File: src/hdl/raw_sample_swap_and_scale_macros.svh
// Assertion macros used by the top RTL file of the sample converter.
// No dependencies.
`ifndef RAW_SAMPLE_SWAP_AND_SCALE_MACROS_SVH
`define RAW_SAMPLE_SWAP_AND_SCALE_MACROS_SVH

// Same-cycle implication
`define RSSS_ASSERT_IMPL(lbl, clk, rst_n, ante, cons) \
    lbl: assert property (@(posedge clk) disable iff (!rst_n) (ante) |-> (cons)) \
        else $error("rsss assertion failed");

// Next-cycle implication
`define RSSS_ASSERT_NEXT(lbl, clk, rst_n, ante, cons) \
    lbl: assert property (@(posedge clk) disable iff (!rst_n) (ante) |=> (cons)) \
        else $error("rsss assertion failed");

`endif

File: src/hdl/rsss_pkg.sv
// Shared types, codes and helper functions of the sample converter.
// No dependencies.
package rsss_pkg;

    localparam logic [2:0] FMT_F64 = 3'd0;
    localparam logic [2:0] FMT_F32 = 3'd1;
    localparam logic [2:0] FMT_S16 = 3'd2;
    localparam logic [2:0] FMT_U16 = 3'd3;
    localparam logic [2:0] FMT_S32 = 3'd4;
    localparam logic [2:0] FMT_U32 = 3'd5;
    localparam logic [2:0] FMT_S64 = 3'd6;
    localparam logic [2:0] FMT_U64 = 3'd7;

    localparam logic [2:0] REG_SWAP   = 3'd0;
    localparam logic [2:0] REG_FORMAT = 3'd1;
    localparam logic [2:0] REG_SCALE  = 3'd2;
    localparam logic [2:0] REG_OFFSET = 3'd3;
    localparam logic [2:0] REG_STRIDE = 3'd4;

    localparam int DEST_W = 48;

    localparam logic [63:0] QNAN_DEFAULT = 64'hFFF8_0000_0000_0000;
    localparam logic [63:0] QUIET_BIT    = 64'h0008_0000_0000_0000;

    typedef struct packed {
        logic signed [DEST_W-1:0] dest_offset;
        logic                     last;
    } tag_t;

    // leading zero count from bit 127; 128 when all zero
    function automatic logic [7:0] lzc128(input logic [127:0] v);
        logic [7:0] n;
        n = 8'd128;
        for (int i = 0; i < 128; i++)
        begin
            if (v[i])
            begin
                n = 8'(127 - i);
            end
        end
        return n;
    endfunction

endpackage

File: src/hdl/rsss_fadd.sv
// Six-stage IEEE double adder, round to nearest even, subnormals kept.
// Depends on rsss_pkg.
module rsss_fadd
    import rsss_pkg::*;
(
    input  logic        clk,
    input  logic        rst_n,
    input  logic        adv,
    input  logic        in_valid,
    input  logic [63:0] a_bits,
    input  logic [63:0] b_bits,
    input  tag_t        tag_in,
    output logic        out_valid,
    output logic [63:0] out_bits,
    output tag_t        tag_out
);

    logic [10:0] ea, eb, ex, ey, ex1, ey1;
    logic        nan_a, nan_b, inf_a, inf_b, swp;
    logic [63:0] xb, yb;
    logic        spec_next;
    logic [63:0] spec_bits_next;

    always_comb
    begin
        ea    = a_bits[62:52];
        eb    = b_bits[62:52];
        nan_a = (ea == 11'h7FF) && (a_bits[51:0] != 52'b0);
        nan_b = (eb == 11'h7FF) && (b_bits[51:0] != 52'b0);
        inf_a = (ea == 11'h7FF) && (a_bits[51:0] == 52'b0);
        inf_b = (eb == 11'h7FF) && (b_bits[51:0] == 52'b0);
        swp   = b_bits[62:0] > a_bits[62:0];
        xb    = swp ? b_bits : a_bits;
        yb    = swp ? a_bits : b_bits;
        ex    = xb[62:52];
        ey    = yb[62:52];
        ex1   = (ex == 11'd0) ? 11'd1 : ex;
        ey1   = (ey == 11'd0) ? 11'd1 : ey;

        spec_next      = 1'b1;
        spec_bits_next = 64'b0;
        if (nan_a)
        begin
            spec_bits_next = a_bits | QUIET_BIT;
        end
        else if (nan_b)
        begin
            spec_bits_next = b_bits | QUIET_BIT;
        end
        else if (inf_a && inf_b && (a_bits[63] != b_bits[63]))
        begin
            spec_bits_next = QNAN_DEFAULT;
        end
        else if (inf_a)
        begin
            spec_bits_next = a_bits;
        end
        else if (inf_b)
        begin
            spec_bits_next = b_bits;
        end
        else
        begin
            spec_next = 1'b0;
        end
    end

    logic        v1_reg, v2_reg, v3_reg, v4_reg, v5_reg, v6_reg;
    logic        sx1_reg, sx2_reg, sx3_reg, sx4_reg, sx5_reg;
    logic        zs1_reg, zs2_reg, zs3_reg, zs4_reg, zs5_reg;
    logic        sp1_reg, sp2_reg, sp3_reg, sp4_reg, sp5_reg;
    logic [63:0] spb1_reg, spb2_reg, spb3_reg, spb4_reg, spb5_reg;
    tag_t        tag1_reg, tag2_reg, tag3_reg, tag4_reg, tag5_reg, tag6_reg;
    logic [10:0] ex1_reg, ex2_reg, ex3_reg, ex4_reg;
    logic        sub1_reg, sub2_reg;
    logic [10:0] d1_reg;
    logic [52:0] mx1_reg, my1_reg;
    logic [55:0] xm2_reg, ya2_reg;
    logic [56:0] s3_reg, s4_reg;
    logic [7:0]  lz4_reg;
    logic        sz4_reg, sz5_reg, ovf5_reg;
    logic [55:0] n5_reg;
    logic [10:0] field5_reg;
    logic [63:0] out6_reg;

    logic [5:0]   dc;
    logic [111:0] ext;
    logic [55:0]  ya_next;
    logic [56:0]  s_next;
    logic [7:0]   lz_full;
    logic [10:0]  lz11, sh11;
    logic [55:0]  n_next;
    logic [11:0]  exp_next;
    logic         inc6_next;
    logic [63:0]  out6_next;

    always_comb
    begin
        dc      = (d1_reg > 11'd56) ? 6'd56 : d1_reg[5:0];
        ext     = {my1_reg, 59'b0} >> dc;
        ya_next = ext[111:56] | {55'b0, |ext[55:0]};

        s_next  = sub2_reg ? {1'b0, xm2_reg} - {1'b0, ya2_reg}
                           : {1'b0, xm2_reg} + {1'b0, ya2_reg};

        lz_full = lzc128({s3_reg[55:0], 72'b0});

        lz11 = {3'b0, lz4_reg};
        sh11 = (lz11 < ex4_reg) ? lz11 : ex4_reg - 11'd1;
        if (s4_reg[56])
        begin
            n_next   = {s4_reg[56:2], s4_reg[1] | s4_reg[0]};
            exp_next = {1'b0, ex4_reg} + 12'd1;
        end
        else
        begin
            n_next   = s4_reg[55:0] << sh11[5:0];
            exp_next = {1'b0, ex4_reg - sh11};
        end

        inc6_next = n5_reg[2] & (n5_reg[1] | n5_reg[0] | n5_reg[3]);
        if (sp5_reg)
        begin
            out6_next = spb5_reg;
        end
        else if (sz5_reg)
        begin
            out6_next = {zs5_reg, 63'b0};
        end
        else if (ovf5_reg)
        begin
            out6_next = {sx5_reg, 11'h7FF, 52'b0};
        end
        else
        begin
            out6_next = {sx5_reg, field5_reg, n5_reg[54:3]} + {63'b0, inc6_next};
        end
    end

    always_ff @(posedge clk or negedge rst_n)
    begin
        if (!rst_n)
        begin
            v1_reg <= 1'b0;
            v2_reg <= 1'b0;
            v3_reg <= 1'b0;
            v4_reg <= 1'b0;
            v5_reg <= 1'b0;
            v6_reg <= 1'b0;
        end
        else if (adv)
        begin
            v1_reg <= in_valid;
            v2_reg <= v1_reg;
            v3_reg <= v2_reg;
            v4_reg <= v3_reg;
            v5_reg <= v4_reg;
            v6_reg <= v5_reg;
        end
    end

    always_ff @(posedge clk)
    begin
        if (adv)
        begin
            sx1_reg  <= xb[63];
            zs1_reg  <= (a_bits[63] == b_bits[63]) ? a_bits[63] : 1'b0;
            sp1_reg  <= spec_next;
            spb1_reg <= spec_bits_next;
            tag1_reg <= tag_in;
            ex1_reg  <= ex1;
            sub1_reg <= xb[63] ^ yb[63];
            d1_reg   <= ex1 - ey1;
            mx1_reg  <= {ex != 11'd0, xb[51:0]};
            my1_reg  <= {ey != 11'd0, yb[51:0]};

            sx2_reg  <= sx1_reg;
            zs2_reg  <= zs1_reg;
            sp2_reg  <= sp1_reg;
            spb2_reg <= spb1_reg;
            tag2_reg <= tag1_reg;
            ex2_reg  <= ex1_reg;
            sub2_reg <= sub1_reg;
            xm2_reg  <= {mx1_reg, 3'b0};
            ya2_reg  <= ya_next;

            sx3_reg  <= sx2_reg;
            zs3_reg  <= zs2_reg;
            sp3_reg  <= sp2_reg;
            spb3_reg <= spb2_reg;
            tag3_reg <= tag2_reg;
            ex3_reg  <= ex2_reg;
            s3_reg   <= s_next;

            sx4_reg  <= sx3_reg;
            zs4_reg  <= zs3_reg;
            sp4_reg  <= sp3_reg;
            spb4_reg <= spb3_reg;
            tag4_reg <= tag3_reg;
            ex4_reg  <= ex3_reg;
            s4_reg   <= s3_reg;
            lz4_reg  <= lz_full;
            sz4_reg  <= (s3_reg == 57'b0);

            sx5_reg    <= sx4_reg;
            zs5_reg    <= zs4_reg;
            sp5_reg    <= sp4_reg;
            spb5_reg   <= spb4_reg;
            tag5_reg   <= tag4_reg;
            sz5_reg    <= sz4_reg;
            n5_reg     <= n_next;
            field5_reg <= n_next[55] ? exp_next[10:0] : 11'd0;
            ovf5_reg   <= (exp_next >= 12'd2047);

            out6_reg <= out6_next;
            tag6_reg <= tag5_reg;
        end
    end

    assign out_valid = v6_reg;
    assign out_bits  = out6_reg;
    assign tag_out   = tag6_reg;

endmodule

File: config.mk
export PLATFORM = sky130hd
export DESIGN_NAME = rsss_fadd
export DESIGN_NICKNAME = d
export VERILOG_FILES = /design/src/hdl/raw_sample_swap_and_scale_macros.svh /design/src/hdl/rsss_pkg.sv /design/src/hdl/rsss_fadd.sv
export SDC_FILE = /design/constraint.sdc
export NUM_CORES = 2
export LEC_CHECK = 0
export ABC_AREA = 1
export BUFFER_PORTS_ARGS = -buffer_cell sky130_fd_sc_hd__buf_2
export CELL_PAD_IN_SITES_DETAIL_PLACEMENT = 0
export CELL_PAD_IN_SITES_GLOBAL_PLACEMENT = 2
export CORE_MARGIN = 2
export CORE_UTILIZATION = 44
export DETAILED_ROUTE_END_ITERATION = 6
export PLACE_DENSITY = 0.88
export RECOVER_POWER = 100
export SYNTH_ARGS = -nofsm -noshare
export SYNTH_HDL_FRONTEND = slang
export SYNTH_SLANG_ARGS = --single-unit
File: constraint.sdc
create_clock -name clk -period 14.55 [get_ports clk]
set_input_delay 2.1825 -clock clk [delete_from_list [all_inputs] [get_ports clk]]
set_output_delay 2.1825 -clock clk [all_outputs]
set_load 0.05 [all_outputs]
-- Yosys cells after proc, flatten, opt, wreduce, memory -nomap -nowiden
Cells that the tools add are included.
- bits in registers: 1162
- word-level logic and storage cells: 185
- bits of input ports: 181
- output and inout bits: 114
- eq/ne operators: 4
- $add $sub $neg: 7
- shift-type cells: 2
- reductions and logical operators: 24
- multiplexer cells: 73
- bitwise logic cells: 6
- $lt $le $gt $ge: 4
- operators with widths (operator ; count):
    64-bit two-way mux ; 10
    6-bit two-way mux ; 24
    112-bit by 6-bit right shift with 112-bit output ; 1
    52-bit logical NOT ; 2
    52-bit nonzero test ; 2
    5-bit two-way mux ; 16
    64-bit by 1-bit adder with 64-bit output ; 1
    63-bit greater-than comparator ; 1
    56-bit by 56-bit adder with 57-bit output ; 1
    57-bit logical NOT ; 1
    57-bit two-way mux ; 1
    56-bit by 56-bit subtractor with 57-bit output ; 1
    56-bit two-way mux ; 1
    56-bit by 1-bit bitwise OR with 56-bit output ; 1
    56-bit OR reduction ; 1
    56-bit by 6-bit << shifter with 56-bit output ; 1
    55-bit OR reduction ; 1
    11-bit two-way mux ; 3
    4-bit two-way mux ; 8
    32-bit OR reduction ; 1
    11-bit equality test, second input constant ; 2
    11-bit logical NOT ; 2
    11-bit nonzero test ; 2
    11-bit subtractor ; 2
    other kinds (21) ; 34

-- Depth between registers and ports, before layout
- depth in word-level cells: 55
- mapped depth: 55
- gate-level depth less buffers: 55

-- Worst setup path after synthesis
Ideal clock, no wire load.
- kind: input-to-reg
- start point: input port a_bits[32]
- end point: register d1_reg[10], data pin
- path buffers: 1
- library setup time: 0.260 ns
- required time: 14.290 ns
- stages: 33
- arrival: 6.465 ns
- setup slack: 7.824 ns
- cells stage by stage: inv_1 ha_1 a21oi_1 nor2_1 a211oi_1 o21bai_1 a21oi_1 o21ai_0 a211o_1 nand2_1 a311o_1 o2111ai_1 nand2_1 clkbuf_1 nand2_1 o21ai_0 inv_1 nor3_1 nand4_1 nand2_1 inv_1 ha_1 fa_1 nor2_1 a211oi_1 o21ai_0 a21oi_1 o21ai_0 and2_1 nor2_1 nor2_1 nor2_1 xor2_1
- word-level cells in the longest chain between the ends: 5
- elaborated cells between the ends (all ways): 8
- those cells by class: add/sub: 1; order compare: 1; mux: 4; reduce/logical: 2
- ends and longest elaborated chain (what ; line ; source):
    from (decl) ; rsss_fadd.sv:10 ; input logic [63:0] a_bits,
    63-bit greater-than comparator * ; rsss_fadd.sv:32 ; swp = b_bits[62:0] > a_bits[62:0];
    64-bit two-way mux * ; rsss_fadd.sv:33 ; xb = swp ? b_bits : a_bits;
    11-bit logical NOT ; rsss_fadd.sv:37 ; ex1 = (ex == 11'd0) ? 11'd1 : ex;
    11-bit two-way mux * ; rsss_fadd.sv:37 ;
    named net ex1[1] ; rsss_fadd.sv:18 ; logic [10:0] ea, eb, ex, ey, ex1, ey1;
    11-bit subtractor * ; rsss_fadd.sv:173 ; d1_reg <= ex1 - ey1;
    to (signal assigned) ; rsss_fadd.sv:173 ;
    to (decl) ; rsss_fadd.sv:76 ; logic [10:0] d1_reg;
The timed path passes the listed nets; every way through them passes the cells marked *.
A chain may end at the register's enable or synchronous reset.

-- Worst setup path after layout
- start point: input port adv
- end point: register spb5_reg[59], enable pin
- RTL lines (what ; line ; source):
    from (decl) ; rsss_fadd.sv:8 ; input logic adv,
    to (signal assigned) ; rsss_fadd.sv:208 ; spb5_reg <= spb4_reg;
    to (decl) ; rsss_fadd.sv:72 ; logic [63:0] spb1_reg, spb2_reg, spb3_reg, spb4_reg, spb5_reg;
No word-level cell between the ends.

==> impl_metrics.env <==
export IMPL_wl_per_cell_um=22.5
export IMPL_rsz0062_at_grt="no"
export IMPL_grt_first_pass_wirelength_mm=239
export IMPL_max_stage_delay_ns=4.18
export IMPL_htree_levels=3
export IMPL_drt_iter0_drc=3533
export IMPL_async_reset_ff_share_pct=0.517
export IMPL_numCtsBuffers=113
export IMPL_clockBufferDepth=3
export IMPL_design_area_um2=62500
export IMPL_start_util_pct=44.4
export IMPL_max_freq_mhz=99.9
export IMPL_track_usage_pct=24.8
export IMPL_via_per_inst=5.32
export IMPL_final_util_pct=49.7
export IMPL_drv_slew=833
export IMPL_synth_cell_area_um2=55800
export IMPL_slowest_stage="clkbuf_1"
export IMPL_place_port_buffers=294
export IMPL_p_per_area_nw_per_um2=136
export IMPL_die_height_um=360
export IMPL_min_period_ns=10.01
export IMPL_synth_edf_count=1155
export IMPL_yosys_warnings=0
export IMPL_dieArea_um2=130000
export IMPL_clock_skew_ns=0.0503
export IMPL_post_cts_buffers=0
export IMPL_fp_row_count=130
export IMPL_gr_total_overflow=0
export IMPL_drc=0
export IMPL_synth_area_per_cell_um2=10.6
export IMPL_clkSinkCount=1161
export IMPL_yosys_top_cells_count="edfxtp_1 (1155), nand2_1 (1029), o21ai_0 (715), inv_1 (703), nor2_1 (287)"
export IMPL_cts_clk_slew_worst_paths_ns=0.07
export IMPL_place_area_um2=59000
export IMPL_num_io_pins=295
export IMPL_grt_start_max_net_pins=181
export IMPL_crit_path_max_fanout=180
export IMPL_crit_path_start_kind="primary input"
export IMPL_ant_nets=0
export IMPL_dr_pass1_iters=5
export IMPL_synth_top_area_share_pct=62.1
export IMPL_synth_seq_cells=1161
export IMPL_finalSetupTns_ns=0
export IMPL_totalWireLength_mm=163
export IMPL_synth_flop_cell="edfxtp_1"
export IMPL_seq_area_frac_synth_pct=62.4
export IMPL_post_route_period_util_pct=68.8
export IMPL_path_class="primary input to flip-flop"
export IMPL_drive_gt1_share_pct=8.08
export IMPL_clk_latency_ns=0.74
export IMPL_antenna_found_initial=19
export IMPL_synth_nets=5665
export IMPL_timing_max_cap_violations=13
export IMPL_syn_instance_count=5285
export IMPL_holdWs_ns=0.381
export IMPL_dp_hpwl_mm=126
export IMPL_ir_drop_mv=0.133
export IMPL_post_cts_resized=0
export IMPL_violations="capacitance limit, slew limit"
export IMPL_p_leak_nw=24.7
export IMPL_status="finished, violations left"
export IMPL_coreArea_um2=126000
export IMPL_cts_hold_buffers=0
export IMPL_grt_pass1_vias=37033
export IMPL_synth_top_area_cell="edfxtp_1"
export IMPL_syn_to_final_growth_pct=12.0
export IMPL_dieWidth_um=360
export IMPL_cp_common_cell="clkbuf_1"
export IMPL_fin_nets=5898
export IMPL_num_vias=38699
export IMPL_place_congestion=0.938
export IMPL_cp_data_required_time_ns=14.91
export IMPL_tightest_slew_ns=6.21
export IMPL_hold_violations=0
export IMPL_synth_cell_type_count=65
export IMPL_setup_viol=0
export IMPL_ys_top_cells_by_area="edfxtp_1 (62%), nand2_1 (6.9%), o21ai_0 (6.4%)"
export IMPL_cts_root_buf="clkbuf_16"
export IMPL_crit_chain="clkbuf_1 -> clkbuf_1 -> buf_12"
export IMPL_hp_class="flip-flop to flip-flop"
export IMPL_tritoncts="built"
export IMPL_yosysMostFrequentCell="edfxtp_1"
export IMPL_arrival_ns=10.36
export IMPL_critPathCaptureType="flip-flop"
export IMPL_slew_headroom_pct=-314
cell type report:
type,count,area [um2]
diodes,6,15.0
flip-flops and latches,1161,34800
inverters,717,2690
clock inverters,80,965
repair buffers,343,1660
multi-input cells,3182,17400
clock buffers,133,2920
well taps,1650,2060
fillers,11453,63200
placed cells by master (no fill, tap or decap), drive strengths merged, types with 14 or more instances in the layout:
cell | netlist | final
o221ai | 23 | 23
clkbuf | 195 | 272
mux2i | 44 | 44
clkinv | 5 | 52
o21ai | 736 | 736
nor3 | 61 | 61
o211ai | 30 | 30
inv | 712 | 716
a32o | 17 | 17
o22ai | 28 | 28
clkinvlp | 0 | 14
ha | 196 | 196
o32ai | 51 | 51
edfxtp | 1155 | 1155
nand3 | 90 | 90
buf | 30 | 204
nand2 | 1044 | 1044
or2 | 35 | 35
nor2 | 306 | 306
a21oi | 224 | 224
xor2 | 65 | 65
o31ai | 21 | 21
bufinv | 0 | 15
nand4 | 69 | 69
a31oi | 25 | 25
nor4 | 30 | 30
path summary, 6_finish.rpt:
| path | start | endpoint | slack, ns | depth (start not counted) |
|---|---|---|---|---|
| min in group asynchronous | rst_n | out_valid | 1.31 | 1 |
| hold reg to reg | spb1_reg[30] | spb2_reg[30] | 0.38 | 0 |
| max in group asynchronous | rst_n | v2_reg | 12.99 | 1 |
| setup reg to reg | ex4_reg[2] | field5_reg[1] | 6.19 | 26 |
| setup / recovery | adv | spb5_reg[59] | 4.54 | 3 |
| hold / removal | spb1_reg[30] | spb2_reg[30] | 0.38 | 0 |
logic make-up (layout without fill, tap and decap cells):
family	after synthesis	after routing	synth area share, %
xor+xnor	67	67	1.05
fa+ha+maj	199	199	4.50
buf+inv	942	1273	6.33
compound gates	1224	1224	12.3
flops	1161	1161	62.4
mux	45	45	0.809
simple gates	1647	1647	12.6
other cells	0	6	0
power by group:
| part | internal, W | total (W) | switching [W] | leakage (nW) |
|---|---|---|---|---|
| Clock | 0.00172 | 0.00301 | 0.00129 | 1.84 |
| Combinational | 0.000357 | 0.00130 | 0.000948 | 11.4 |
| Sequential | 0.00403 | 0.00420 | 0.000171 | 11.4 |
layer usage:
metal	up-vias	GRT usage [%]	part of all wire, %
li1	18867	-	-
met3	237	2.89	5.1
met4	4	8.61	3.7
met5	-	0	0.017
met1	18476	34.1	44
met2	1115	40.9	48
stage by stage:
| stage | power [W] | setup WS, ns | std cells |
|---|---|---|---|
| 6_report | 0.00852 | 4.54 | 7272 |
| 5_1_grt | 0.00888 | 3.68 | 7269 |
| 3_5_place_dp | 0.00557 | 6.23 | 7053 |
| 2_1_floorplan | 0.00500 | 7.82 | 5285 |
| 4_1_cts | 0.00859 | 7.00 | 7266 |
| 3_3_place_gp | 0.00556 | 6.26 | 7053 |
critical path, delay by kind of cell:
kind | cells | cell delay (ns)
buf+inv | 3 | 7.69
No activity file was read; power rests on OpenSTA's default activity.
